===== config.mk =====
export PLATFORM = sky130hd
export DESIGN_NAME = cps_ctrl
export DESIGN_NICKNAME = d
export VERILOG_FILES = /design/src/rtl/core/cps_pkg.sv /design/src/rtl/core/cps_ctrl.sv
export SDC_FILE = /design/constraint.sdc
export NUM_CORES = 1
export LEC_CHECK = 0
export BUFFER_PORTS_ARGS = -buffer_cell sky130_fd_sc_hd__buf_2
export CAP_MARGIN = 5
export CORE_UTILIZATION = 50
export CTS_CLUSTER_DIAMETER = 50
export CTS_CLUSTER_SIZE = 16
export DETAILED_ROUTE_END_ITERATION = 7
export HOLD_SLACK_MARGIN = 0.05
export PLACE_DENSITY = 0.78
export SLEW_MARGIN = 20
export SYNTH_ARGS = -nofsm -noshare
export SYNTH_HDL_FRONTEND = slang
export SYNTH_SLANG_ARGS = --single-unit

===== constraint.sdc =====
create_clock -name clk_i -period 2.9 [get_ports clk_i]
set_clock_uncertainty 0.2 [all_clocks]
set_input_delay 0.145 -clock clk_i [delete_from_list [all_inputs] [get_ports clk_i]]
set_output_delay 0.145 -clock clk_i [all_outputs]
set_load 0.01 [all_outputs]

===== src/rtl/core/cps_pkg.sv =====
// Package for the critical path scheduler: field widths, time limits,
// item modes, and the controller's state, phase and command types.
// Depends on nothing; every other file of the block uses it.
package cps_pkg;

  localparam int MaxTasks     = 64;
  localparam int MaxEdges     = 1024;
  localparam int DurationBits = 16;

  localparam int TaskW  = 6;
  localparam int CountW = 7;
  localparam int TimeW  = 22;
  localparam logic [TimeW-1:0] TimeMax = 22'h3FFFFF;

  typedef enum logic [1:0] {
    MODE_LOAD  = 2'd0,
    MODE_EDGE  = 2'd1,
    MODE_RUN   = 2'd2,
    MODE_CLEAR = 2'd3
  } mode_e;

  // Which edge walk is in progress; selects the match rule and the update.
  typedef enum logic [1:0] {
    PH_COUNT,
    PH_KAHN,
    PH_FWD,
    PH_BWD
  } phase_e;

  typedef enum logic [4:0] {
    ST_IDLE,
    ST_ZERO,
    ST_WRD,
    ST_WCHK,
    ST_WUPD,
    ST_SEED_RD,
    ST_SEED_WR,
    ST_POP,
    ST_GET,
    ST_ACC,
    ST_EI_RD,
    ST_EI_WR,
    ST_PJ_RD,
    ST_PJ_WR,
    ST_LI,
    ST_O_RD,
    ST_O_WR,
    ST_ERR
  } ctl_state_e;

  typedef enum logic [4:0] {
    OP_NONE,
    OP_LOAD,
    OP_START,
    OP_ZERO,
    OP_EREAD,
    OP_ECHK,
    OP_EUPD,
    OP_SEED_WR,
    OP_GET,
    OP_ACC,
    OP_EI_WR,
    OP_PJ_WR,
    OP_LI,
    OP_EMIT,
    OP_ERR
  } op_e;

  typedef struct packed {
    op_e    op;
    phase_e phase;
    logic   item_ready;
  } cmd_t;

  typedef struct packed {
    logic  item_valid;
    mode_e item_mode;
    logic  e_done;
    logic  hit;
    logic  i_last;
    logic  q_empty;
    logic  tail_short;
    logic  head_at_n;
    logic  head_zero;
    logic  out_free;
  } status_t;

endpackage


===== src/rtl/core/cps_ctrl.sv =====
// Sequencing state machine of the critical path scheduler.
// Uses cps_pkg; drives cps_dp through cmd_t and reads its status_t.
module cps_ctrl (
  input  logic             clk_i,
  input  logic             rst_ni,
  input  cps_pkg::status_t st_i,
  output cps_pkg::cmd_t    cmd_o
);

  cps_pkg::ctl_state_e state_q, state_d;
  cps_pkg::phase_e     phase_q, phase_d;

  always_ff @(posedge clk_i or negedge rst_ni) begin
    if (!rst_ni) begin
      state_q <= cps_pkg::ST_IDLE;
      phase_q <= cps_pkg::PH_COUNT;
    end else begin
      state_q <= state_d;
      phase_q <= phase_d;
    end
  end

  always_comb begin
    state_d = state_q;
    phase_d = phase_q;
    unique case (state_q)
      cps_pkg::ST_IDLE: begin
        if (st_i.item_valid && st_i.item_mode == cps_pkg::MODE_RUN) begin
          state_d = cps_pkg::ST_ZERO;
        end
      end
      cps_pkg::ST_ZERO: begin
        if (st_i.i_last) begin
          state_d = cps_pkg::ST_WRD;
          phase_d = cps_pkg::PH_COUNT;
        end
      end
      cps_pkg::ST_WRD: begin
        if (st_i.e_done) begin
          unique case (phase_q)
            cps_pkg::PH_COUNT: state_d = cps_pkg::ST_SEED_RD;
            default:           state_d = cps_pkg::ST_POP;
          endcase
        end else begin
          state_d = cps_pkg::ST_WCHK;
        end
      end
      cps_pkg::ST_WCHK:    state_d = st_i.hit ? cps_pkg::ST_WUPD : cps_pkg::ST_WRD;
      cps_pkg::ST_WUPD:    state_d = cps_pkg::ST_WRD;
      cps_pkg::ST_SEED_RD: state_d = cps_pkg::ST_SEED_WR;
      cps_pkg::ST_SEED_WR: begin
        if (st_i.i_last) begin
          state_d = cps_pkg::ST_POP;
          phase_d = cps_pkg::PH_KAHN;
        end else begin
          state_d = cps_pkg::ST_SEED_RD;
        end
      end
      cps_pkg::ST_POP: begin
        unique case (phase_q)
          cps_pkg::PH_KAHN: begin
            if (st_i.q_empty) begin
              state_d = st_i.tail_short ? cps_pkg::ST_ERR : cps_pkg::ST_EI_RD;
            end else begin
              state_d = cps_pkg::ST_GET;
            end
          end
          cps_pkg::PH_FWD: state_d = st_i.head_at_n ? cps_pkg::ST_PJ_RD : cps_pkg::ST_GET;
          default:         state_d = st_i.head_zero ? cps_pkg::ST_O_RD : cps_pkg::ST_GET;
        endcase
      end
      cps_pkg::ST_GET: begin
        state_d = (phase_q == cps_pkg::PH_KAHN) ? cps_pkg::ST_WRD : cps_pkg::ST_ACC;
      end
      cps_pkg::ST_ACC:   state_d = cps_pkg::ST_WRD;
      cps_pkg::ST_EI_RD: state_d = cps_pkg::ST_EI_WR;
      cps_pkg::ST_EI_WR: begin
        if (st_i.i_last) begin
          state_d = cps_pkg::ST_POP;
          phase_d = cps_pkg::PH_FWD;
        end else begin
          state_d = cps_pkg::ST_EI_RD;
        end
      end
      cps_pkg::ST_PJ_RD: state_d = cps_pkg::ST_PJ_WR;
      cps_pkg::ST_PJ_WR: state_d = st_i.i_last ? cps_pkg::ST_LI : cps_pkg::ST_PJ_RD;
      cps_pkg::ST_LI: begin
        if (st_i.i_last) begin
          state_d = cps_pkg::ST_POP;
          phase_d = cps_pkg::PH_BWD;
        end
      end
      cps_pkg::ST_O_RD: state_d = cps_pkg::ST_O_WR;
      cps_pkg::ST_O_WR: begin
        if (st_i.out_free) begin
          state_d = st_i.i_last ? cps_pkg::ST_IDLE : cps_pkg::ST_O_RD;
        end
      end
      cps_pkg::ST_ERR: begin
        if (st_i.out_free) begin
          state_d = cps_pkg::ST_IDLE;
        end
      end
      default: state_d = cps_pkg::ST_IDLE;
    endcase
  end

  always_comb begin
    cmd_o.op         = cps_pkg::OP_NONE;
    cmd_o.phase      = phase_q;
    cmd_o.item_ready = 1'b0;
    unique case (state_q)
      cps_pkg::ST_IDLE: begin
        cmd_o.item_ready = 1'b1;
        if (st_i.item_valid) begin
          cmd_o.op = (st_i.item_mode == cps_pkg::MODE_RUN) ? cps_pkg::OP_START
                                                            : cps_pkg::OP_LOAD;
        end
      end
      cps_pkg::ST_ZERO:    cmd_o.op = cps_pkg::OP_ZERO;
      cps_pkg::ST_WRD:     cmd_o.op = cps_pkg::OP_EREAD;
      cps_pkg::ST_WCHK:    cmd_o.op = cps_pkg::OP_ECHK;
      cps_pkg::ST_WUPD:    cmd_o.op = cps_pkg::OP_EUPD;
      cps_pkg::ST_SEED_WR: cmd_o.op = cps_pkg::OP_SEED_WR;
      cps_pkg::ST_GET:     cmd_o.op = cps_pkg::OP_GET;
      cps_pkg::ST_ACC:     cmd_o.op = cps_pkg::OP_ACC;
      cps_pkg::ST_EI_WR:   cmd_o.op = cps_pkg::OP_EI_WR;
      cps_pkg::ST_PJ_WR:   cmd_o.op = cps_pkg::OP_PJ_WR;
      cps_pkg::ST_LI:      cmd_o.op = cps_pkg::OP_LI;
      cps_pkg::ST_O_WR:    cmd_o.op = st_i.out_free ? cps_pkg::OP_EMIT : cps_pkg::OP_NONE;
      cps_pkg::ST_ERR:     cmd_o.op = st_i.out_free ? cps_pkg::OP_ERR : cps_pkg::OP_NONE;
      default:             cmd_o.op = cps_pkg::OP_NONE;
    endcase
  end

endmodule


* Word-level counts from Yosys, hierarchy flattened
Cells that the tools add are included.
Word-level totals: register bits after elaboration 7, bits in latches 0, bits in writable memories 0, bits in read-only memories 0, input port bits 13, word-level logic and storage cells 66, memories 0
Cells by class: $add $sub $neg 0, $mul 0, div/mod/pow operators 0, order comparisons 0, eq/ne operators 27, shift-type cells 0, mux-type cells 30, bitwise logic cells 0, reductions and logical operators 7
Operators by type and width (count):
- $pmux W5 S17 | 1
- $pmux W5 S13 | 1
- $eq A5 B4 Y1 const B | 8
- $mux W5 | 8
- $eq A5 B3 Y1 const B | 4
- $mux W4 | 5
- $mux W2 | 9
- $ne A2 B2 Y1 const B | 7
- $eq A5 B2 Y1 const B | 2
- $eq A5 B5 Y1 const B | 2
- $pmux W5 S2 | 1
- $reduce_and A5 Y1 | 2
- $mux W3 | 3
- $pmux W2 S4 | 1
- $eq A5 B1 Y1 const B | 1
- $logic_not A5 Y1 | 1
- $eq A2 B2 Y1 const B | 2
- $reduce_bool A4 Y1 | 1
- $eq A2 B1 Y1 const B | 1
- $logic_not A2 Y1 | 1
- $reduce_or A2 Y1 | 1
- $logic_and A1 B1 Y1 | 1
- $mux W1 | 1

* Longest topological paths before layout
Gate-level depths: netlist (run 1).
depth after elaboration 4, depth in mapped cells 6

* Worst setup path after synthesis (run 1)
Ideal clock, no wire load.
path type reg-to-reg, start point register phase_q[1], end point register state_q[0], library setup time 0.082 ns, arrival 1.698 ns, required time 2.618 ns, slack 0.919 ns, cell stages (with the launch flop) 7, clock period less this slack 1.981 ns, path through dfrtp_1 > inv_1 > ha_1 > or3b_4 > a2111oi_4 > a221oi_2 > o22ai_1
Between the ends: word-level cells in the longest chain between the ends 3, elaborated cells between the ends (all ways) 5, those cells by class eq/ne: 2; mux: 3
RTL lines:
- from (decl) | line cps_ctrl.sv:11 | cps_pkg::phase_e phase_q, phase_d;
- from (signal assigned) | line cps_ctrl.sv:16 | phase_q <= cps_pkg::PH_COUNT;
- from (signal assigned) | line cps_ctrl.sv:19 | phase_q <= phase_d;
- $eq A2 B2 Y1 / $eq A2 B1 Y1 (equally long branches) | line cps_ctrl.sv:60, cps_ctrl.sv:73
- $pmux W5 S2 / $mux W4 (equally long branches) | line cps_ctrl.sv:60, cps_ctrl.sv:73
- $pmux W5 S17 * | line cps_ctrl.sv:26 | unique case (state_q)
- to (signal assigned) | line cps_ctrl.sv:15 | state_q <= cps_pkg::ST_IDLE;
- to (signal assigned) | line cps_ctrl.sv:18 | state_q <= state_d;
- to (decl) | line cps_ctrl.sv:10 | cps_pkg::ctl_state_e state_q, state_d;
Every way passes the cells marked *; elsewhere a longest branch is shown, timed or not. A chain may end at the register's enable or synchronous reset.

==> results.toml, run 1 <==
[run_status]
status = "finished clean"

[placement]
dp_slack_ps = 767
dp_hpwl_um = 1880
place_congestion = 0.887
io_buffers = 19

[job]
cap_violations = 0

[synth]
yosysSeqAreaShare_pct = 16.3
syn_nets = 151
ys_ff_latch = 7
synth_top_cell_by_area = "dfrtp_1"
synth_area_leaders = "dfrtp_1, ha_1, a21oi_1"
yosysWarnings = 0
yosysUniqueCellTypes = 58
synthArstFlopShare_pct = 100
netlist.area_leader.share_pct = 16.3
synth.avg_cell_area_um2 = 7.97
synth_edf_count = 0
syn-cell-area_um2 = 1080
netlist_instances = 135
synth_top_flop_cell = "dfrtp_1"

[finish]
n_fill_cell = 193
final_common_cell = "buf_2"
drive_above_1_share_pct = 23.1
nNetsFinal = 164
layout_common_cells = "buf_2, nor2_1, nand2_1"
area_growth_pct = 6.16
diodes = 0

[floorplan]
die_h_um = 48.4
dieArea_um2 = 2340
die_x_um = 48.4
rows = 16
ios = 21
core_area_um2 = 2000
start_util_pct = 53.8

[critical_path]
worstPathRequired_ps = 2560
rrSetupSlack_ps = 730
end_kind = "output pin"
path_max_fanout = 27
cp_cell_sequence = "nor2b_1 -> o21bai_1 -> a21oi_1 -> o22ai_1 -> buf_2"
reg2reg_to = "state_q[0]$_DFFE_PN0P_"
slowest_delay_ps = 860
crit-reg2reg-launch = "state_q[1]$_DFFE_PN0P_"
cp.arrival_ps = 2110
crit_type = "reg -> out"
crit_path_top_delay_cell = "dfrtp_1"
critPathLaunchType = "register"
ff2ff_path_depth = 4

[global_routing]
use_met3_pct = 6.60
use_met1_pct = 32.0
grt_max_degree = 28
overflow = 0
groute.layer.met2.usage_pct = 37.8
antenna_found_initial = 0
grt_pass1_vias = 973
grt_pass1_wl_um = 4390
busiest_layer = "met2"
grtUsageTotal_pct = 23.8

[power]
total_leakage_power_nw = 0.438
p_int_w = 0.000349
total_power_w = 0.000673
power_density_nw_per_um2 = 589
clock_power_share_pct = 13.5
ir_drop_mv = 0.469
switching_share_pct = 48.2
seq_power_share_pct = 30.7
netSwitchingPower_w = 0.000324
combPwrFrac_pct = 55.9

[drt]
first_iter_violations = 34
routedWlPerCell_um = 15.0
via_count = 1112
routed_wl_um = 2600
viasPerCell = 6.39
drtAntennaViolNets = 0
drt_pass1_iterations = 5
drc = 0

[worst_hold_path]
hold_path_class = "in -> async"

[clock_tree]
clk_latency_ps = 260
post_cts_resized = 0
root_buffer = "clkbuf_4"
cts_tree = "done"
cts_buffer_depth = 2
clkTransAtPathRegs_ps = 50
cts-htree-levels = 1
cts_buffers = 3
clkSinkCount = 7

[timing]
setup_tns_ps = 0
max_freq_ghz = 0.407
hold_viol_final = 0
max_slew_margin_pct = 46.3
layout_min_cycle_time_ps = 2450
rsz0062_at_grt = "false"
final-setup-viol-count = 0
worst_slew_pin_slew_ps = 806
fin_ws_ps = 446
slew_violations = 0
fin_crit_sh_pct = 84.6
## how the worst max path moves through the flow
stage                                      start                      to  slack, ps
after floorplan           phase_q[1]$_DFFE_PN0P_  state_q[0]$_DFFE_PN0P_        920
after global placement    state_q[0]$_DFFE_PN0P_                cmd_o[4]        800
after detailed placement  state_q[0]$_DFFE_PN0P_                cmd_o[4]        770
after CTS                 state_q[0]$_DFFE_PN0P_                cmd_o[4]        490
after global routing      state_q[0]$_DFFE_PN0P_                cmd_o[6]        250
final                     state_q[0]$_DFFE_PN0P_                cmd_o[4]        450
## per-layer routing
| layer | routed length [um] | vias to the layer above |
|---|---|---|
| li1 | - | 539 |
| met1 | 1140 | 514 |
| met2 | 1210 | 55 |
| met3 | 231 | 4 |
| met4 | 16 | 0 |
| met5 | 0 | - |
## synthesized netlist by cell type, types with 2 or more instances
library cell,instances
dfrtp_1,7
mux2_2,2
a31oi_1,3
clkbuf_8,2
a32oi_1,4
buf_2,3
nor2_1,8
and2_1,2
a21oi_1,7
buf_6,2
o21ai_0,7
or4_1,3
o22ai_1,3
inv_1,7
nor2b_1,4
ha_1,3
buf_4,4
nand2b_1,4
nand3b_1,2
nand3_1,4
nand4b_1,4
a311oi_1,2
and3_1,2
nand2_1,8
a211oi_1,2
a21boi_0,2
o2bb2ai_1,2
nor3_1,2
## through the flow
step / area (um2) / util (%) / std cells / hold slack (ps)
3_5_place_dp: 1110 / 55.3 / 169 / -217
2_1_floorplan: 1080 / - / 135 / -351
6_report: 1140 / 57.1 / 174 / 46.7
4_1_cts: 1140 / 57.1 / 174 / 51.4
3_3_place_gp: 1110 / 55.3 / 169 / -216
5_1_grt: 1140 / 57.1 / 174 / 53.5
## state kept, by name, summed over array words and instances (netlist names)
register	cells
phase_q	2
state_q	5
## power by group through the flow
stage | clock network (W) | logic [W] | registers [W]
detailed placement | 0 | 0.000371 | 0.000206
global placement | 0 | 0.000364 | 0.000201
CTS | 0.0000911 | 0.000373 | 0.000204
global route | 0.0000991 | 0.000408 | 0.000216
floorplan | 0 | 0.000400 | 0.000126
finish | 0.0000907 | 0.000376 | 0.000206
## area by class of cell
class | instances | area, um2 | share of cell area [%]
repair buffers | 21 | 113 | 9.86
flip-flops and latches | 7 | 175 | 15.3
clock buffers | 4 | 26.3 | 2.30
multi-input cells | 108 | 768 | 67.3
inverters | 7 | 26.3 | 2.30
well taps | 27 | 33.8 | 2.96
## worst max-delay path: cells and delay by family, from the launching register on
family	cells	cell delay [ps]
and+or+nand+nor	1	410
buffers and inverters	1	150
DFF	1	860
AOI/OAI and AO/OA	3	420
## what timing repair did
item	4_1_cts	5_1_grt
setup buffers	0	0
hold buffers	1	0
hold endpoints to repair	7	0
## cells by family (layout without fill, tap and decap cells)
logic type | Yosys count | in the layout | synth area share, %
buffers and inverters | 20 | 32 | 12.3
adders and majority gates | 3 | 3 | 3.49
xor gates and xnor gates | 1 | 1 | 0.814
and+or+nand+nor | 54 | 54 | 30.7
DFF | 7 | 7 | 16.3
AOI/OAI and AO/OA | 47 | 47 | 34.0
other | 1 | 1 | 0.349
muxes | 2 | 2 | 2.09
No activity file was read; power rests on OpenSTA's default activity.
==> inputs of run 2 (changes only) <==
==> constraint.sdc (replaced) <==
create_clock -name clk_i -period 2.26 [get_ports clk_i]
set_clock_uncertainty 0.2 [all_clocks]
set_input_delay 0.113 -clock clk_i [delete_from_list [all_inputs] [get_ports clk_i]]
set_output_delay 0.113 -clock clk_i [all_outputs]
set_load 0.01 [all_outputs]
==> run 2 against run 1 <==
  * Worst setup slack worse by 360 ps
  * Clock power up 35%
  * Utilization up 3.0 points
  * Global-route usage up 3.0 points
  * Design area up 5.3%
  * Combinational power up 59%
  * Total power up 38%
  * Critical endpoint unchanged
==> results.toml, run 2 (synthesis results as in run 1) <==
[finish]
register_area_um2 = 178
nNetsFinal = 171
multi_input_comb_area_um2 = 771
final_common_cell = "buf_2"
diodes = 0
largestRegisters = "state_q (5), phase_q (2)"
layout_common_cells = "buf_2, nor2_1, nand2_1"
largest_reg_flops = 5
max_flop_register = "state_q"
drive_above_1_share_pct = 27.9
final_cells = 181
n_fill_cell = 187
area_growth_pct = 11.7

[global_routing]
overflow = 0
grt_max_degree = 17
grtUsageTotal_pct = 26.8
antenna_found_initial = 0
grt_pass1_wl_um = 4940
grt_pass1_vias = 1059

[power]
ir_drop_mv = 0.440
total_leakage_power_nw = 0.471
total_power_w = 0.000927
power_density_nw_per_um2 = 771

[floorplan]
dieArea_um2 = 2340
die_h_um = 48.4
start_util_pct = 53.8
ios = 21
rows = 16
die_x_um = 48.4
core_area_um2 = 2000

[critical_path]
crit_path_top_delay_cell = "dfrtp_1"
cp.arrival_ps = 1860
end_kind = "output pin"
crit_type = "reg -> out"
crit-reg2reg-launch = "phase_q[1]$_DFFE_PN0P_"
critPathLaunchType = "register"
cp_cell_sequence = "buf_4 -> nor2_1 -> a22oi_1 -> o22a_1 -> o22ai_1 -> buf_2"
slowest_delay_ps = 560
crit_start = "state_q[3]$_DFFE_PN0P_"
worstPathRequired_ps = 1950
path_max_fanout = 14

[clock_tree]
clkSinkCount = 7
clk_latency_ps = 260
cts-htree-levels = 1
root_buffer = "clkbuf_4"
cts_tree = "done"
cts_buffer_depth = 2
cts_buffers = 3
postCtsSetupRepairBufs = 0
clkTransAtPathRegs_ps = 60

[drt]
routed_wl_um = 2930
drc = 0
first_iter_violations = 41
routedWlPerCell_um = 16.2
drtAntennaViolNets = 0
drt_pass1_iterations = 4
via_count = 1151
viasPerCell = 6.36

[timing]
holdWs_ps = 48.5
hold_viol_final = 0
fin_ws_ps = 83.3
setup_tns_ps = 0
final-setup-viol-count = 0
layout_min_cycle_time_ps = 2180
slew_violations = 0
max_freq_ghz = 0.459
rsz0062_at_grt = "false"
fin_crit_sh_pct = 96.3

[placement]
io_buffers = 19
dp_hpwl_um = 2120
dp_slack_ps = 243
dp.cells = 175
place_congestion = 0.927

[worst_hold_path]
hold_path_class = "in -> reg"
min_from = "st_i[0]"

[run_status]
status = "finished clean"

[job]
cap_violations = 0
==> run 2: cell types whose count changed in the layout (fill, tap and decap cells not counted) <==
| cell | before | now |
|---|---|---|
| buf_4 | 1 | 7 |
| dfrtp_1 | 7 | 5 |
| dfrtp_2 | 0 | 2 |
| dlygate4sd3_1 | 1 | 2 |
| nor2b_1 | 4 | 3 |
| nor2b_2 | 0 | 1 |
==> run 2: metal layers <==
layer / vias to the layer above / share of wire (%) / track usage [%]
met5: - / 0 / 0
met4: 0 / 1.6 / 7.84
met3: 6 / 7.5 / 7.55
met2: 53 / 49 / 44.4
met1: 540 / 42 / 33.9
li1: 552 / - / -
==> run 2: worst paths after layout <==
check	depth (start not counted)	endpoint	slack, ps
min	3	state_q[4]$_DFFE_PN0P_	50
max reg2reg	6	state_q[0]$_DFFE_PN0P_	170
max in group asynchronous	3	state_q[4]$_DFFE_PN0P_	930
max	6	cmd_o[4]	80
min in group asynchronous	3	state_q[3]$_DFFE_PN0P_	630
min reg2reg	1	phase_q[0]$_DFFE_PN0P_	400
==> run 2: power by group <==
group	switching [W]	total, W	internal, W
clock network	0.0000542	0.000122	0.0000679
logic	0.000325	0.000597	0.000272
registers	0.0000630	0.000208	0.000145
==> run 2: per-stage QoR <==
step / util [%] / instance area, um2
2_1_floorplan: - / 1080
3_3_place_gp: 57.5 / 1150
3_5_place_dp: 57.5 / 1150
4_1_cts: 59.8 / 1200
5_1_grt: 60.1 / 1200
6_report: 60.1 / 1200
==> run 2: final cells by class <==
cell class / instances / share of cell area (%)
clock buffer: 4 / 2.19
inverter: 7 / 2.19
multi-input combinational: 108 / 64.1
sequential: 7 / 14.8
tap: 27 / 2.81
timing repair buffer: 28 / 13.9
==> run 2: what timing repair did <==
action / in CTS / in global routing
endpoints found under the setup margin: 0 / 3
hold endpoints to repair: 7 / 0
gates resized for setup: 0 / 3
hold buffers: 2 / 0
==> run 2: worst max-delay path, delay by kind of cell (launching register included) <==
family                 cells  cell delay [ps]
DFF                        1              560
buffers and inverters      2              400
and+or+nand+nor            1              180
AOI/OAI and AO/OA          3              470
==> inputs of run 3 (changes only) <==
--- a/config.mk
+++ b/config.mk
@@ -7,12 +7,13 @@
 export LEC_CHECK = 0
 export BUFFER_PORTS_ARGS = -buffer_cell sky130_fd_sc_hd__buf_2
 export CAP_MARGIN = 5
-export CORE_UTILIZATION = 50
+export CORE_UTILIZATION = 49
 export CTS_CLUSTER_DIAMETER = 50
 export CTS_CLUSTER_SIZE = 16
 export DETAILED_ROUTE_END_ITERATION = 7
 export HOLD_SLACK_MARGIN = 0.05
-export PLACE_DENSITY = 0.78
+export PLACE_DENSITY = 0.8
+export SETUP_SLACK_MARGIN = 0.4
 export SLEW_MARGIN = 20
 export SYNTH_ARGS = -nofsm -noshare
 export SYNTH_HDL_FRONTEND = slang
==> constraint.sdc (replaced) <==
create_clock -name clk_i -period 1.9 [get_ports clk_i]
set_clock_uncertainty 0.2 [all_clocks]
set_input_delay 0.095 -clock clk_i [delete_from_list [all_inputs] [get_ports clk_i]]
set_output_delay 0.095 -clock clk_i [all_outputs]
set_load 0.01 [all_outputs]
==> run 3 against run 2 <==
  * The flow now finishes with violations (setup timing)
  * Sequential power rose by 10%
  * Design area is 48% higher
  * Sequential share of layout area fell by 4.5 points
  * Worst hold slack better by 99 ps
  * Via count is 29% higher
  * Critical path type is now reg -> reg
  * Global-route usage increased by 13 points
  * Sequential cell count stayed put
==> results.toml, run 3 (synthesis results as in run 1) <==
[timing]
final-setup-viol-count = 9
rsz0062_at_grt = "true"
fin_ws_ps = -120
slew_violations = 0
hold_viol_final = 0
max_freq_ghz = 0.495
layout_min_cycle_time_ps = 2020
fin_crit_sh_pct = 106

[critical_path]
end_kind = "register"
crit_start = "phase_q[0]$_DFFE_PN0P_"
cp_cell_sequence = "ha_4 -> or3b_4 -> a2111oi_4 -> a211oi_2 -> o21ai_1"
rrSetupSlack_ps = -120
crit_type = "reg -> reg"
critPathLaunchType = "register"
cp_top_family = "compound AO/OA/AOI/OAI gates"
reg2reg_to = "state_q[3]$_DFFE_PN0P_"
worstPathRequired_ps = 1870
path_max_fanout = 4
cp.buffers_inverters = 0
ff2ff_path_depth = 5
slowest_delay_ps = 450
cp.arrival_ps = 1990
crit-reg2reg-launch = "phase_q[0]$_DFFE_PN0P_"
crit_path_top_delay_cell = "dfrtp_2"

[floorplan]
start_util_pct = 53.2
die_h_um = 48.9
dieArea_um2 = 2390
core_area_um2 = 2020
rows = 16
die_x_um = 48.9
ios = 21

[placement]
placed_area_um2 = 1360
dp_slack_ps = 16.7
io_buffers = 19
place_congestion = 0.958
dp_hpwl_um = 2470

[drt]
drt_pass1_iterations = 5
via_count = 1487
first_iter_violations = 108
routed_wl_um = 4760
routedWlPerCell_um = 21.7
viasPerCell = 6.79
drc = 0
drtAntennaViolNets = 0

[finish]
nNetsFinal = 209
utilization_pct = 88.0
layout_common_cells = "buf_4, buf_2, buf_6"
n_fill_cell = 95
largest_reg_flops = 5
area_growth_pct = 65.3
max_flop_register = "state_q"
final_common_cell = "buf_4"
stdcell_area_um2 = 1780
diodes = 0
drive_above_1_share_pct = 62.0
largestRegisters = "state_q (5), phase_q (2)"

[power]
switching_share_pct = 45.3
total_power_w = 0.00178
seq_power_share_pct = 12.9
ir_drop_mv = 0.808
netSwitchingPower_w = 0.000808
clock_power_share_pct = 8.2
combPwrFrac_pct = 78.9
p_int_w = 0.000974
total_leakage_power_nw = 0.733
power_density_nw_per_um2 = 1000

[job]
cap_violations = 0

[worst_hold_path]
min_from = "st_i[2]"
timing.hold.worst_path_depth = 5
hold_path_class = "in -> reg"
whs_endpoint = "state_q[2]$_DFFE_PN0P_"

[clock_tree]
clk_latency_ps = 270
clkSinkCount = 7
clkTransAtPathRegs_ps = 60
cts_buffers = 3
cts_buffer_depth = 2
root_buffer = "clkbuf_4"
cts-htree-levels = 1
cts_tree = "done"

[run_status]
violations = "setup timing"
status = "finished with violations"

[global_routing]
antenna_found_initial = 0
grt_pass1_vias = 1390
grt_max_degree = 11
overflow = 0
grt_pass1_wl_um = 7190
grtUsageTotal_pct = 39.5
[run 3: cell count changes in the layout (fill, tap and decap cells not counted), sizes merged]
cell         change
clkinvlp         +1
buf             +37
inv              -1
dlygate4sd3      +1
[run 3: power groups by stage]
stage	combinational (W)	clock, W	sequential, W
after floorplan	0.000714	0	0.000200
after global placement	0.000863	0	0.000248
after detailed placement	0.000880	0	0.000254
after CTS	0.00121	0.000139	0.000223
after global routing	0.00146	0.000153	0.000230
final	0.00141	0.000147	0.000229
[run 3: how the worst max path moves through the flow]
stage,end,slack [ps],cells past startpoint
after floorplan,state_q[0]$_DFFE_PN0P_,80,6
after global placement,state_q[0]$_DFFE_PN0P_,20,5
after detailed placement,state_q[3]$_DFFE_PN0P_,20,4
after CTS,cmd_o[3],-50,6
after global routing,state_q[3]$_DFFE_PN0P_,-180,5
final,state_q[3]$_DFFE_PN0P_,-120,5
[run 3: area by class of cell]
class | count | area [um2] | area share (%)
Multi-Input combinational cell | 108 | 978 | 55.0
Timing Repair Buffer | 66 | 528 | 29.7
Sequential cell | 7 | 183 | 10.3
Tap cell | 27 | 33.8 | 1.90
Inverter | 7 | 30.0 | 1.69
Clock buffer | 4 | 26.3 | 1.48
[run 3: what timing repair did]
item,CTS,global route
setup buffers,19,5
hold buffers,3,0
endpoints found under the hold margin,8,0
setup endpoints to repair,12,12
gates resized for setup,31,10
pin swaps,10,7
gates cloned,0,0
[run 3: layer usage]
layer  routed length [um]  track usage (%)
met1                 1840             52.2
met2                 2160             63.4
met3                  471             4.36
met4                  293             19.6
met5                    0                0
[run 3: worst register-to-register path: stages (launching register included)]
cell       delay, ps
dfrtp_2          450
ha_4             190
or3b_4           380
a2111oi_4        420
a211oi_2         100
o21ai_1          180
[run 3: stage by stage]
step	instances	TNS, ps	hold WS [ps]
2_1_floorplan	135	0	-401
3_3_place_gp	188	0	-272
3_5_place_dp	188	0	-269
4_1_cts	214	-103	103
5_1_grt	219	-977	160
6_report	219	-612	148
